## src/rtl/emx_pkg.sv

```systemverilog
package emx_pkg;

  localparam int FIELD_W = 31;
  localparam int IN_DATA_W = 128;
  localparam int OUT_DATA_W = 64;
  localparam int CFG_IDX_W = 2;

  localparam logic [FIELD_W-1:0] MODULUS_RST = 31'd7907;
  localparam logic [FIELD_W-1:0] GENERATOR_RST = 31'd17;
  localparam logic [FIELD_W-1:0] KEY_RST = 31'd2753;

  localparam logic [CFG_IDX_W-1:0] REG_MODULUS = 2'd0;
  localparam logic [CFG_IDX_W-1:0] REG_GENERATOR = 2'd1;
  localparam logic [CFG_IDX_W-1:0] REG_KEY = 2'd2;

  localparam logic [1:0] ACT_PUBKEY = 2'd0;
  localparam logic [1:0] ACT_ENCRYPT = 2'd1;
  localparam logic [1:0] ACT_DECRYPT = 2'd2;

  typedef enum logic [4:0] {
    S_IDLE,
    S_DISPATCH,
    S_PW_START,
    S_PW_SQR,
    S_PW_MUL,
    S_PW_NEXT,
    S_MUL_WAIT,
    S_PUB_END,
    S_ENC_E2,
    S_ENC_C1,
    S_ENC_C2,
    S_DEC_S,
    S_EUC_TEST,
    S_DIV_WAIT,
    S_EUC_UPD,
    S_EMIT
  } state_t;

  typedef enum logic [3:0] {
    OP_NONE,
    OP_LOAD,
    OP_SET_GK,
    OP_SET_CK,
    OP_PW_INIT,
    OP_SHIFT_EX,
    OP_SAVE_R1,
    OP_SAVE_E2,
    OP_SAVE_C1,
    OP_EUC_INIT,
    OP_EUC_UPD,
    OP_FLAG,
    OP_EMIT
  } op_t;

  typedef enum logic [2:0] {
    MS_RED,
    MS_SQR,
    MS_MULB,
    MS_MSG,
    MS_DEC,
    MS_QT
  } msel_t;

  typedef struct packed {
    op_t   op;
    logic  mul_start;
    msel_t msel;
    logic  div_start;
  } cmd_t;

  typedef struct packed {
    logic       mul_done;
    logic       div_done;
    logic       ex_msb;
    logic       r1_zero;
    logic       r0_one;
    logic       p_zero;
    logic       p_small;
    logic [1:0] action;
  } status_t;

endpackage

```

## src/rtl/emx_dp.sv

```systemverilog
module emx_dp #(
  parameter int W = 31
) (
  input  logic                              clk,
  input  logic                              rst,
  input  logic                              cfg_we,
  input  logic [emx_pkg::CFG_IDX_W-1:0]     cfg_index,
  input  logic [emx_pkg::FIELD_W-1:0]       cfg_data,
  input  logic [1:0]                        in_action,
  input  logic [emx_pkg::FIELD_W-1:0]       in_message,
  input  logic [emx_pkg::FIELD_W-1:0]       in_nonce,
  input  logic [emx_pkg::FIELD_W-1:0]       in_c1,
  input  logic [emx_pkg::FIELD_W-1:0]       in_c2,
  input  emx_pkg::cmd_t                     cmd,
  output emx_pkg::status_t                  status,
  output logic [W-1:0]                      out_first,
  output logic [W-1:0]                      out_second,
  output logic                              out_flag
);
  import emx_pkg::*;

  localparam int CW = $clog2(W);

  logic [W-1:0] p, gen, key;
  logic [1:0]   act;
  logic [W-1:0] msg, nonce, c1, c2;
  logic [W-1:0] bsrc, bred, pw, ex, e2;
  logic [W-1:0] res1, res2;
  logic         flag;
  logic [W-1:0] er0, er1, et0, et1, q, rem, tmp;

  // shift-add modular multiplier
  logic [W-1:0]  ma, mb, macc;
  logic [CW-1:0] mcnt;
  logic          mbusy, mdone;
  msel_t         msel_q;
  logic [W-1:0]  a_sel, b_sel;
  logic [W+1:0]  mt, m1, m2, pp;
  logic [W-1:0]  mres;
  logic          mlast;

  // restoring divider
  logic [W-1:0]  dq, drem;
  logic [CW-1:0] dcnt;
  logic          dbusy, ddone;
  logic [W:0]    dsh, dsub;
  logic          dge;
  logic [W-1:0]  drem_n, dq_n;

  logic [W-1:0]  one;
  logic [W:0]    tdiff, twrap;
  logic [W-1:0]  tnew;

  assign one = {{(W-1){1'b0}}, (p != W'(1))};

  always_comb begin
    case (cmd.msel)
      MS_RED:  begin a_sel = bsrc;  b_sel = one; end
      MS_SQR:  begin a_sel = pw;    b_sel = pw;  end
      MS_MULB: begin a_sel = pw;    b_sel = bred; end
      MS_MSG:  begin a_sel = msg;   b_sel = pw;  end
      MS_DEC:  begin a_sel = c2;    b_sel = et0; end
      MS_QT:   begin a_sel = q;     b_sel = et1; end
      default: begin a_sel = '0;    b_sel = '0;  end
    endcase
  end

  assign pp = {2'b00, p};
  assign mt = {1'b0, macc, 1'b0} + (ma[W-1] ? {2'b00, mb} : '0);
  assign m1 = (mt >= pp) ? mt - pp : mt;
  assign m2 = (m1 >= pp) ? m1 - pp : m1;
  assign mres = m2[W-1:0];
  assign mlast = mbusy && (mcnt == '0);

  assign dsh = {drem, dq[W-1]};
  assign dsub = dsh - {1'b0, er1};
  assign dge = (dsh >= {1'b0, er1});
  assign drem_n = dge ? dsub[W-1:0] : dsh[W-1:0];
  assign dq_n = {dq[W-2:0], dge};

  assign tdiff = {1'b0, et0} - {1'b0, tmp};
  assign twrap = {1'b0, et0} + {1'b0, p} - {1'b0, tmp};
  assign tnew = (et0 >= tmp) ? tdiff[W-1:0] : twrap[W-1:0];

  // configuration registers
  always_ff @(posedge clk) begin
    if (rst) begin
      p <= MODULUS_RST[W-1:0];
      gen <= GENERATOR_RST[W-1:0];
      key <= KEY_RST[W-1:0];
    end else if (cfg_we) begin
      case (cfg_index)
        REG_MODULUS:   p <= cfg_data[W-1:0];
        REG_GENERATOR: gen <= cfg_data[W-1:0];
        REG_KEY:       key <= cfg_data[W-1:0];
        default:       ;
      endcase
    end
  end

  // unit control flags
  always_ff @(posedge clk) begin
    if (rst) begin
      mbusy <= 1'b0;
      mdone <= 1'b0;
      dbusy <= 1'b0;
      ddone <= 1'b0;
    end else begin
      mdone <= mlast;
      ddone <= dbusy && (dcnt == '0);
      if (cmd.mul_start) begin
        mbusy <= 1'b1;
      end else if (mlast) begin
        mbusy <= 1'b0;
      end
      if (cmd.div_start) begin
        dbusy <= 1'b1;
      end else if (dbusy && (dcnt == '0)) begin
        dbusy <= 1'b0;
      end
    end
  end

  always_ff @(posedge clk) begin
    if (cmd.mul_start) begin
      ma <= a_sel;
      mb <= b_sel;
      macc <= '0;
      mcnt <= CW'(W - 1);
      msel_q <= cmd.msel;
    end else if (mbusy) begin
      ma <= {ma[W-2:0], 1'b0};
      macc <= mres;
      mcnt <= mcnt - 1'b1;
    end

    if (cmd.div_start) begin
      dq <= er0;
      drem <= '0;
      dcnt <= CW'(W - 1);
    end else if (dbusy) begin
      dq <= dq_n;
      drem <= drem_n;
      dcnt <= dcnt - 1'b1;
      if (dcnt == '0) begin
        q <= dq_n;
        rem <= drem_n;
      end
    end

    if (mlast) begin
      case (msel_q)
        MS_RED:  bred <= mres;
        MS_SQR:  pw <= mres;
        MS_MULB: pw <= mres;
        MS_MSG:  res2 <= mres;
        MS_DEC:  res1 <= mres;
        MS_QT:   tmp <= mres;
        default: ;
      endcase
    end

    case (cmd.op)
      OP_LOAD: begin
        act <= in_action;
        msg <= in_message[W-1:0];
        nonce <= in_nonce[W-1:0];
        c1 <= in_c1[W-1:0];
        c2 <= in_c2[W-1:0];
        res1 <= '0;
        res2 <= '0;
        flag <= 1'b0;
      end
      OP_SET_GK: begin
        bsrc <= gen;
        ex <= key;
      end
      OP_SET_CK: begin
        bsrc <= c1;
        ex <= key;
      end
      OP_PW_INIT:  pw <= one;
      OP_SHIFT_EX: ex <= {ex[W-2:0], 1'b0};
      OP_SAVE_R1:  res1 <= pw;
      OP_SAVE_E2: begin
        e2 <= pw;
        bsrc <= gen;
        ex <= nonce;
      end
      OP_SAVE_C1: begin
        res1 <= pw;
        bsrc <= e2;
        ex <= nonce;
      end
      OP_EUC_INIT: begin
        er0 <= p;
        er1 <= pw;
        et0 <= '0;
        et1 <= one;
      end
      OP_EUC_UPD: begin
        er0 <= er1;
        er1 <= rem;
        et0 <= et1;
        et1 <= tnew;
      end
      OP_FLAG: flag <= 1'b1;
      OP_EMIT: begin
        out_first <= res1;
        out_second <= res2;
        out_flag <= flag;
      end
      default: ;
    endcase
  end

  assign status.mul_done = mdone;
  assign status.div_done = ddone;
  assign status.ex_msb = ex[W-1];
  assign status.r1_zero = (er1 == '0);
  assign status.r0_one = (er0 == W'(1));
  assign status.p_zero = (p == '0);
  assign status.p_small = (p < W'(2));
  assign status.action = act;

endmodule

```

## src/rtl/emx_ctrl.sv

```systemverilog
module emx_ctrl #(
  parameter int W = 31
) (
  input  logic              clk,
  input  logic              rst,
  input  logic              s_tvalid,
  output logic              s_tready,
  output logic              m_tvalid,
  input  logic              m_tready,
  input  emx_pkg::status_t  status,
  output emx_pkg::cmd_t     cmd
);
  import emx_pkg::*;

  localparam int CW = $clog2(W);

  state_t        state, state_next;
  state_t        ret, ret_next;
  state_t        post, post_next;
  logic [CW-1:0] bcnt, bcnt_next;
  logic          out_valid, out_valid_next;
  logic          emit_ok;

  assign emit_ok = !out_valid || m_tready;

  always_ff @(posedge clk) begin
    if (rst) begin
      state <= S_IDLE;
      ret <= S_IDLE;
      post <= S_IDLE;
      bcnt <= '0;
      out_valid <= 1'b0;
    end else begin
      state <= state_next;
      ret <= ret_next;
      post <= post_next;
      bcnt <= bcnt_next;
      out_valid <= out_valid_next;
    end
  end

  always_comb begin
    state_next = state;
    ret_next = ret;
    post_next = post;
    bcnt_next = bcnt;
    case (state)
      S_IDLE: if (s_tvalid) state_next = S_DISPATCH;
      S_DISPATCH: begin
        if (status.p_zero) begin
          state_next = S_EMIT;
        end else begin
          case (status.action)
            ACT_PUBKEY: begin
              post_next = S_PUB_END;
              state_next = S_PW_START;
            end
            ACT_ENCRYPT: begin
              post_next = S_ENC_E2;
              state_next = S_PW_START;
            end
            ACT_DECRYPT: begin
              post_next = S_DEC_S;
              state_next = status.p_small ? S_EMIT : S_PW_START;
            end
            default: state_next = S_EMIT;
          endcase
        end
      end
      S_PW_START: begin
        bcnt_next = CW'(W - 1);
        ret_next = S_PW_SQR;
        state_next = S_MUL_WAIT;
      end
      S_PW_SQR: begin
        ret_next = S_PW_MUL;
        state_next = S_MUL_WAIT;
      end
      S_PW_MUL: begin
        ret_next = S_PW_NEXT;
        state_next = status.ex_msb ? S_MUL_WAIT : S_PW_NEXT;
      end
      S_PW_NEXT: begin
        if (bcnt == '0) begin
          state_next = post;
        end else begin
          bcnt_next = bcnt - 1'b1;
          state_next = S_PW_SQR;
        end
      end
      S_MUL_WAIT: if (status.mul_done) state_next = ret;
      S_PUB_END: state_next = S_EMIT;
      S_ENC_E2: begin
        post_next = S_ENC_C1;
        state_next = S_PW_START;
      end
      S_ENC_C1: begin
        post_next = S_ENC_C2;
        state_next = S_PW_START;
      end
      S_ENC_C2: begin
        ret_next = S_EMIT;
        state_next = S_MUL_WAIT;
      end
      S_DEC_S: state_next = S_EUC_TEST;
      S_EUC_TEST: begin
        if (status.r1_zero) begin
          ret_next = S_EMIT;
          state_next = status.r0_one ? S_MUL_WAIT : S_EMIT;
        end else begin
          state_next = S_DIV_WAIT;
        end
      end
      S_DIV_WAIT: begin
        if (status.div_done) begin
          ret_next = S_EUC_UPD;
          state_next = S_MUL_WAIT;
        end
      end
      S_EUC_UPD: state_next = S_EUC_TEST;
      S_EMIT: if (emit_ok) state_next = S_IDLE;
      default: state_next = S_IDLE;
    endcase
  end

  always_comb begin
    cmd.op = OP_NONE;
    cmd.mul_start = 1'b0;
    cmd.msel = MS_RED;
    cmd.div_start = 1'b0;
    s_tready = 1'b0;
    out_valid_next = (out_valid && !m_tready);
    case (state)
      S_IDLE: begin
        s_tready = 1'b1;
        if (s_tvalid) cmd.op = OP_LOAD;
      end
      S_DISPATCH: begin
        if (status.p_zero) begin
          if (status.action == ACT_DECRYPT) cmd.op = OP_FLAG;
        end else begin
          case (status.action)
            ACT_PUBKEY, ACT_ENCRYPT: cmd.op = OP_SET_GK;
            ACT_DECRYPT: cmd.op = status.p_small ? OP_FLAG : OP_SET_CK;
            default: cmd.op = OP_NONE;
          endcase
        end
      end
      S_PW_START: begin
        cmd.op = OP_PW_INIT;
        cmd.mul_start = 1'b1;
        cmd.msel = MS_RED;
      end
      S_PW_SQR: begin
        cmd.mul_start = 1'b1;
        cmd.msel = MS_SQR;
      end
      S_PW_MUL: begin
        cmd.mul_start = status.ex_msb;
        cmd.msel = MS_MULB;
      end
      S_PW_NEXT: cmd.op = OP_SHIFT_EX;
      S_PUB_END: cmd.op = OP_SAVE_R1;
      S_ENC_E2:  cmd.op = OP_SAVE_E2;
      S_ENC_C1:  cmd.op = OP_SAVE_C1;
      S_ENC_C2: begin
        cmd.mul_start = 1'b1;
        cmd.msel = MS_MSG;
      end
      S_DEC_S: cmd.op = OP_EUC_INIT;
      S_EUC_TEST: begin
        if (status.r1_zero) begin
          if (status.r0_one) begin
            cmd.mul_start = 1'b1;
            cmd.msel = MS_DEC;
          end else begin
            cmd.op = OP_FLAG;
          end
        end else begin
          cmd.div_start = 1'b1;
        end
      end
      S_DIV_WAIT: begin
        if (status.div_done) begin
          cmd.mul_start = 1'b1;
          cmd.msel = MS_QT;
        end
      end
      S_EUC_UPD: cmd.op = OP_EUC_UPD;
      S_EMIT: begin
        if (emit_ok) begin
          cmd.op = OP_EMIT;
          out_valid_next = 1'b1;
        end
      end
      default: ;
    endcase
  end

  assign m_tvalid = out_valid;

endmodule

```

## src/rtl/elgamal_modexp_engine.sv

```systemverilog
// channel   direction  handshake          payload
// s_*       in         s_tvalid/s_tready  action, message, nonce, cipher_first, cipher_second
// m_*       out        m_tvalid/m_tready  result_first, result_second, no_inverse
// cfg_*     in         cfg_we             register index, write data
//
// One item at a time. Each modular multiply is a shift-add loop over the bits
// of its first operand; a power takes up to 2*W+1 of them, so public key is
// one power, encrypt three powers, decrypt one power plus an extended Euclid
// loop of a divide and a multiply per step. Synchronous reset restores the
// register defaults. The next item is taken once the result sits in the
// output register, even while m_tready is low.
module elgamal_modexp_engine #(
  parameter int OPERAND_WIDTH = 31
) (
  input  logic                              clk,
  input  logic                              rst,
  input  logic                              s_tvalid,
  output logic                              s_tready,
  // action, message, nonce, cipher_first, cipher_second, zero pad
  input  logic [emx_pkg::IN_DATA_W-1:0]     s_tdata,
  output logic                              m_tvalid,
  input  logic                              m_tready,
  // result_first, result_second, no_inverse, zero pad
  output logic [emx_pkg::OUT_DATA_W-1:0]    m_tdata,
  input  logic                              cfg_we,
  input  logic [emx_pkg::CFG_IDX_W-1:0]     cfg_index,
  input  logic [emx_pkg::FIELD_W-1:0]       cfg_data
);
  import emx_pkg::*;

  localparam int W = OPERAND_WIDTH;

  cmd_t         cmd;
  status_t      status;
  logic [W-1:0] out_first, out_second;
  logic         out_flag;

  emx_ctrl #(.W(W)) u_ctrl (
    .clk      (clk),
    .rst      (rst),
    .s_tvalid (s_tvalid),
    .s_tready (s_tready),
    .m_tvalid (m_tvalid),
    .m_tready (m_tready),
    .status   (status),
    .cmd      (cmd)
  );

  emx_dp #(.W(W)) u_dp (
    .clk        (clk),
    .rst        (rst),
    .cfg_we     (cfg_we),
    .cfg_index  (cfg_index),
    .cfg_data   (cfg_data),
    .in_action  (s_tdata[1:0]),
    .in_message (s_tdata[32:2]),
    .in_nonce   (s_tdata[63:33]),
    .in_c1      (s_tdata[94:64]),
    .in_c2      (s_tdata[125:95]),
    .cmd        (cmd),
    .status     (status),
    .out_first  (out_first),
    .out_second (out_second),
    .out_flag   (out_flag)
  );

  assign m_tdata = {1'b0, out_flag, FIELD_W'(out_second), FIELD_W'(out_first)};

  a_busy_after_accept: assert property (@(posedge clk) disable iff (rst)
    (s_tvalid && s_tready) |=> !s_tready)
    else $error("input taken while an item is in work");

  a_flag_zero_result: assert property (@(posedge clk) disable iff (rst)
    (m_tvalid && m_tdata[62]) |-> (m_tdata[61:0] == '0))
    else $error("no_inverse with nonzero result");

  a_mul_start_idle: assert property (@(posedge clk) disable iff (rst)
    cmd.mul_start |=> !status.mul_done)
    else $error("multiplier done right after start");

endmodule

```

## config.mk

```make
export PLATFORM = sky130hd
export DESIGN_NAME = elgamal_modexp_engine
export DESIGN_NICKNAME = d
export VERILOG_FILES = /design/src/rtl/emx_pkg.sv /design/src/rtl/emx_dp.sv /design/src/rtl/emx_ctrl.sv /design/src/rtl/elgamal_modexp_engine.sv
export SDC_FILE = /design/constraint.sdc
export NUM_CORES = 2
export LEC_CHECK = 0
export BUFFER_PORTS_ARGS = -buffer_cell sky130_fd_sc_hd__buf_2
export CAP_MARGIN = 20
export CORE_MARGIN = 2
export CORE_UTILIZATION = 35
export CTS_BUF_LIST = sky130_fd_sc_hd__clkbuf_16
export DETAILED_ROUTE_END_ITERATION = 16
export GPL_ROUTABILITY_DRIVEN = 0
export PLACE_DENSITY_LB_ADDON = 0.08
export SLEW_MARGIN = 5
export SYNTH_ARGS = -nofsm -noshare
export SYNTH_HDL_FRONTEND = slang
export SYNTH_SLANG_ARGS = --single-unit
```

## constraint.sdc

```tcl
create_clock -name clk -period 7.67 [get_ports clk]
set_clock_uncertainty 0.2 [all_clocks]
set_input_delay 0.3835 -clock clk [delete_from_list [all_inputs] [get_ports clk]]
set_output_delay 0.3835 -clock clk [all_outputs]
set_load 0.02 [all_outputs]
```

Word-level counts from Yosys, hierarchy flattened:

Index checks and enable logic that the tools add are counted.
Widths: inputs -> output; s select.

* add/subtract/negate cells: 10
* multipliers: 0
* divide/modulo/power cells: 0
* $lt $le $gt $ge: 5
* eq/ne operators: 51
* shift-type cells: 0
* mux-type cells: 65
* bitwise operators: 1
* reductions and logical operators: 56

Operators by type and width (number)
* $mux 31: 10
* $pmux 31 s2: 5
* $pmux 31 s5: 2
* $pmux 31 s3: 2
* $sub 31x31->31: 4
* $ge 33x31->1: 2
* $logic_not 31->1: 2
* $pmux 5 s12: 1
* $mux 5: 11
* $pmux 4 s11: 1
* $eq 5x4->1 const B: 8
* $mux 4: 9
* $add 32x33->33: 1
* $mux 33: 1
* $sub 33x31->33: 1
* $ge 32x31->1: 1
* $add 31x31->31: 1
* $eq 31x1->1 const B: 1
* $ge 31x31->1: 1
* $lt 31x2->1 const B: 1
* $ne 31x1->1 const B: 1
* $pmux 5 s3: 2
* $pmux 5 s6: 1
* $pmux 4 s6: 1
* other kinds (37): 118

* flip-flop bits (word level): 910
* latch bits: 0
* memory bits (writable): 0
* bits in read-only memories: 0
* input port bits: 166
* output and inout bits: 66
* memories kept: 0

Longest topological paths before layout:

* word-level depth: 9
* mapped depth: 43

By module:

Synthesis repeated with hierarchy kept, for this count alone.

* cell total of the unflattened synthesis: 4469
* area total of the unflattened synthesis: 46836.2 µm²

Modules (own cells, without submodules)
* emx_dp: instances 1, cells each 4264, area each 45379.8 µm², seq. area each 24393.4 µm²
* emx_ctrl: instances 1, cells each 202, area each 1437.6 µm², seq. area each 360.3 µm²
* elgamal_modexp_engine: instances 1, cells each 3, area each 18.8 µm², seq. area each 0.0 µm²

Worst setup path before layout:

OpenSTA, ideal clock, no wires.

* path type: register to register
* start point: register u_dp.ma[30]
* end point: register u_dp.res2[27]
* library setup time: 0.357 ns
* arrival time: 7.796 ns
* required time: 7.113 ns
* setup slack: -0.684 ns
* cell stages (with the launch flop): 39
* path buffers: 5
* clock period less this slack: 8.354 ns
* path through: edfxtp_1 -> clkbuf_1 -> and2_1 -> ha_1 -> inv_1 -> fa_1 -> nor2b_1 -> o31a_1 -> o31a_1 -> a221oi_4 -> o22ai_1 -> a2111oi_0 -> nor3_1 -> ha_1 -> nand4_1 -> or3_1 -> nor4_1 -> o21ai_0 -> [... 3 more ...] -> buf_2 -> buf_2 -> a21oi_1 -> ha_1 -> o21a_1 -> o31a_1 -> o41a_1 -> a2111oi_2 -> nor2_1 -> o221ai_2 -> o21ai_2 -> a31oi_1 -> o221ai_2 -> or2_1 -> buf_6 -> buf_6 -> mux2i_2 -> a211oi_1

* cells in the longest elaborated chain, start to end: 6

RTL lines
* start: declaration: line emx_dp.sv:33 `logic [W-1:0] ma, mb, macc;`
* start signal: assignment: line emx_dp.sv:126 `ma <= a_sel;`
* start signal: assignment: line emx_dp.sv:132 `ma <= {ma[W-2:0], 1'b0};`
* $mux 31 *: line emx_dp.sv:69 `assign mt = {1'b0, macc, 1'b0} + (ma[W-1] ? {2'b00, mb} : '0);`
* $add 32x33->33 *: line emx_dp.sv:69
* $sub 33x31->33 / $ge 33x31->1 (equally long branches): line emx_dp.sv:70 `assign m1 = (mt >= pp) ? mt - pp : mt;`
* $mux 33 *: line emx_dp.sv:70
* $sub 31x31->31 / $ge 33x31->1 (equally long branches): line emx_dp.sv:71 `assign m2 = (m1 >= pp) ? m1 - pp : m1;`
* $mux 31 *: line emx_dp.sv:71
* end signal: assignment: line emx_dp.sv:156 `MS_MSG: res2 <= mres;`
* end: declaration: line emx_dp.sv:28 `logic [W-1:0] res1, res2;`

Every way passes the cells marked *; elsewhere a longest branch is shown, timed or not.
A chain may end at the register's enable or synchronous reset.

Final worst setup path:

* start point: register u_dp.ma[30]
* end point: register u_dp.res1[18] (data pin)

* cells in the longest elaborated chain, start to end: 9

RTL lines
* $mux 31 *: line emx_dp.sv:69
* $add 32x33->33 *: line emx_dp.sv:69
* $sub 33x31->33 / $ge 33x31->1 (equally long branches): line emx_dp.sv:70
* $mux 33 *: line emx_dp.sv:70
* $sub 31x31->31 / $ge 33x31->1 (equally long branches): line emx_dp.sv:71
* $mux 31 *: line emx_dp.sv:71
* $mux 31 *: line emx_dp.sv:152 `case (msel_q)`
* $mux 31 *: line emx_dp.sv:151 `if (mlast) begin`
* $pmux 31 s2 *: line emx_dp.sv:163 `case (cmd.op)`
* end signal: assignment: line emx_dp.sv:157 `MS_DEC: res1 <= mres;`
* end signal: assignment: line emx_dp.sv:184 `OP_SAVE_R1: res1 <= pw;`
* end signal: assignment: line emx_dp.sv:191 `res1 <= pw;`
* end: declaration: line emx_dp.sv:28

Every way passes the cells marked *; elsewhere a longest branch is shown, timed or not. The select of a mux whose other input is x is not followed.

==> summary.txt <==
Detailed routing
  • Post-detailed-route DRC marker count: 0
  • Remaining number of nets flagged by the antenna check after routing: 0
  • Total wire length: 186.1 mm
  • Via/cell ratio: 5.389
  • Via count: 37850
  • Wirelength per Cell: 26.50 um
  • TritonRoute pass-1 iters: 10
  • Number of design-rule violations left by the first detailed-router iteration: 3772

Placed design
  • Buffers added on ports: 228
  • Placed instance count: 6587
  • DP Wirelength: 133.4 mm

Synthesis
  • Sequential area share after synthesis: 54.25%
  • Syn Area/Cell: 10.35 um^2
  • Most frequently used flop master after synthesis: edfxtp_1
  • #FFs+latches synth: 907
  • Proportion of synthesized flip-flops having asynchronous set or reset: 0%
  • Netlist area before placement: 0.04563 mm^2
  • Gate count after technology mapping: 4407
  • Total number of yosys warnings: 0
  • Number of flops mapped to enable cells by yosys: 659
  • Count of distinct cell types in the synthesized netlist: 93
  • Synth Net Count: 4801

Worst hold path
  • Min-Delay Startpoint: cfg_index[1]
  • Min-Delay Path Depth: 5
  • Min-delay worst type: input port to flip-flop
  • Endpoint, Worst Hold: u_dp.p[24]

STA
  • Final min period: 8243 ps
  • Post-route worst hold slack: 100.5 ps
  • Max transition margin: 15.41%
  • Worst Tran Pin Value: 1257 ps
  • Maximum operating frequency: 121.3 MHz
  • Unrepaired setup endpoints after global routing: yes
  • Number of hold violations in the final report: 0
  • Worst setup margin: -572.8 ps
  • Fraction of the cycle the final worst path needs: 107.5%
  • Final count of negative-setup-slack endpoints: 186
  • Number of pins exceeding their max-slew limit in the final report: 0

Critical path
  • Slowest library cell on the worst path: or4_4
  • Largest stage delay, worst path: 540 ps
  • Startpoint of the worst-slack reg-to-reg timing path: u_dp.ma[30]
  • Critical R2R Capture: u_dp.res1[18]
  • Startpoint type of the worst setup path: flip-flop
  • Capturing element type of the critical path: flip-flop
  • Worst-case reg-to-reg path depth: 40
  • Arr. time, crit path: 8500 ps
  • Req. time, crit path: 7930 ps
  • Setup slack, reg-to-reg: -570 ps
  • Critical setup path kind: flip-flop to flip-flop
  • Maximum fanout along the worst path: 6

CTS
  • Buffer type at the clock tree root: clkbuf_16
  • Total clock buffers created by CTS: 101
  • CTS tree: done
  • CTS H-tree lvls: 3
  • # clock sinks: 907
  • Reg clk slew, reported paths: 60 ps
  • Maximum buffer depth of the clock tree: 3
  • Worst skew pair latency: 750 ps

Floorplan
  • Number of standard-cell rows in the floorplan: 132
  • # IOs: 232
  • Floorplan Core Area: 0.1295 mm^2
  • Effective utilization at floorplan: 35.24%
  • Die Span Y: 365.1 um
  • Die area: 0.1333 mm^2
  • X dimension of the die: 365.1 um

Run
  • Max-cap violations: 0

Final layout
  • End-of-flow core utilization: 45.25%
  • Most common library cell in the layout ignoring fill and taps: nand2_1
  • Number of standard cells in the layout, taps in and fillers out: 7023
  • Layout-stage area growth over the synthesis result: 28.43%
  • Fraction of layout cells with a size suffix above 1: 21.56%
  • Commonest non-fill, non-tap cells in the layout: 769 x nand2_1, 659 x edfxtp_1, 414 x buf_4
  • Final net count: 5574

Outcome
  • Outcome: finished, violations left
  • Failing checks: setup timing

GRT
  • First-pass GRT wire length: 262.1 mm
  • Pin count of the biggest net entering global routing: 125
  • Global-route congestion overflow total: 0
  • Most used routing layer in global routing: met2
  • Met3 global-route usage: 3.795%
  • Global-route usage over all layers: 27.43%
  • Global Route met2 Usage: 43.95%
  • Met1 track demand over resource: 36.39%
  • Number of antenna violations at the first check in global routing: 12
  • Number of global-route vias before repair: 36630
==> per-stage QoR <==
step           instance area [um^2]  setup slack, ps  TNS, ps
2_1_floorplan                 45840           -84.19    -1104
4_1_cts                       58300           -519.8   -72490
6_report                      58600           -572.8   -82990
3_3_place_gp                  51830           -900.2   -92040
3_5_place_dp                  51830            -1113  -131770
5_1_grt                       58570           -875.6  -134850
==> synth_stat cells (7+ instances only) <==
library cell	n	area, um^2
nand2_1	773	2902
edfxtp_1	659	19790
a21oi_1	308	1541
inv_1	306	1149
nor2_1	296	1111
dfxtp_1	248	4965
o21ai_0	213	1066
ha_1	193	2415
clkbuf_1	173	649.4
xnor2_1	102	893.4
a222oi_1	93	930.9
a21o_1	72	540.5
a211oi_1	60	450.4
xor2_1	59	516.8
and3_1	51	319.1
nand3_1	51	255.2
nor3_1	47	235.2
o21a_1	44	330.3
and2_1	41	256.5
mux2i_1	41	410.4
o31ai_1	39	292.8
nand4_1	36	225.2
fa_1	35	700.7
a41oi_1	34	297.8
nor4_1	32	200.2
nor2b_1	31	193.9
a22oi_1	30	225.2
nand2b_1	30	187.7
o21bai_1	28	210.2
a31oi_1	21	131.4
buf_1	21	78.83
a211o_1	18	157.7
mux2_2	17	191.4
nand3b_1	17	127.6
or2_2	14	87.58
o21ai_1	13	65.06
a21boi_0	11	82.58
o211ai_1	9	67.56
or3_1	9	56.30
o31a_1	7	61.31
==> critical path, delay by kind of cell, from the launching register on <==
kind	cells	cell delay [ps]
muxes	2	540
adders and majority gates	4	980
and+or+nand+nor	10	1800
xor gates and xnor gates	1	90
AOI/OAI and AO/OA	15	2880
buffers and inverters	8	1090
DFF	1	430
==> repair_timing <==
action	CTS	global route
buffers inserted	60	10
hold buffers	162	0
gates cloned	6	0
endpoints found under the hold margin	227	0
resized for setup	216	50
setup endpoints to repair	186	186
pin swaps	46	21
==> logic make-up after synthesis <==
group	count (synthesis)	synth area share [%]
simple gates	1458	14.06
compound gates	1065	15.54
flops	907	54.25
buf+inv	516	4.388
fa+ha+maj	228	6.828
xor+xnor	161	3.091
mux	71	1.829
other cells	1	0.008219
==> metal layers <==
| layer | vias up | routed length, um |
|---|---|---|
| met4 | 2 | 10190 |
| met5 | - | 11 |
| met1 | 18730 | 79330 |
| met2 | 1312 | 85820 |
| met3 | 295 | 10760 |
| li1 | 17510 | - |
==> cell type report <==
type	instances	area (um^2)
diodes	12	30.03
clock inverters	89	845.8
fillers	12450	70890
multi-input cells	2986	20110
inverters	308	1177
clock buffers	103	2577
flip-flops and latches	907	24760
well taps	1742	2180
repair buffers	876	6920
==> worst max-delay path by stage <==
stage / to / slack (ps) / cells after the start / start
after CTS: u_dp.tmp[27] / -520 / 39 / u_dp.ma[30]
after detailed placement: u_dp.tmp[22] / -1110 / 38 / u_dp.ma[30]
final: u_dp.res1[18] / -570 / 40 / u_dp.ma[30]
after global placement: u_dp.bred[17] / -900 / 38 / u_dp.ma[30]
after global routing: u_dp.res1[27] / -880 / 40 / u_dp.ma[30]
after floorplan: u_dp.res2[21] / -80 / 38 / u_dp.ma[30]
Power is not shown: default switching activity piles up to over one toggle a cycle in this logic, so the estimate is an artifact.
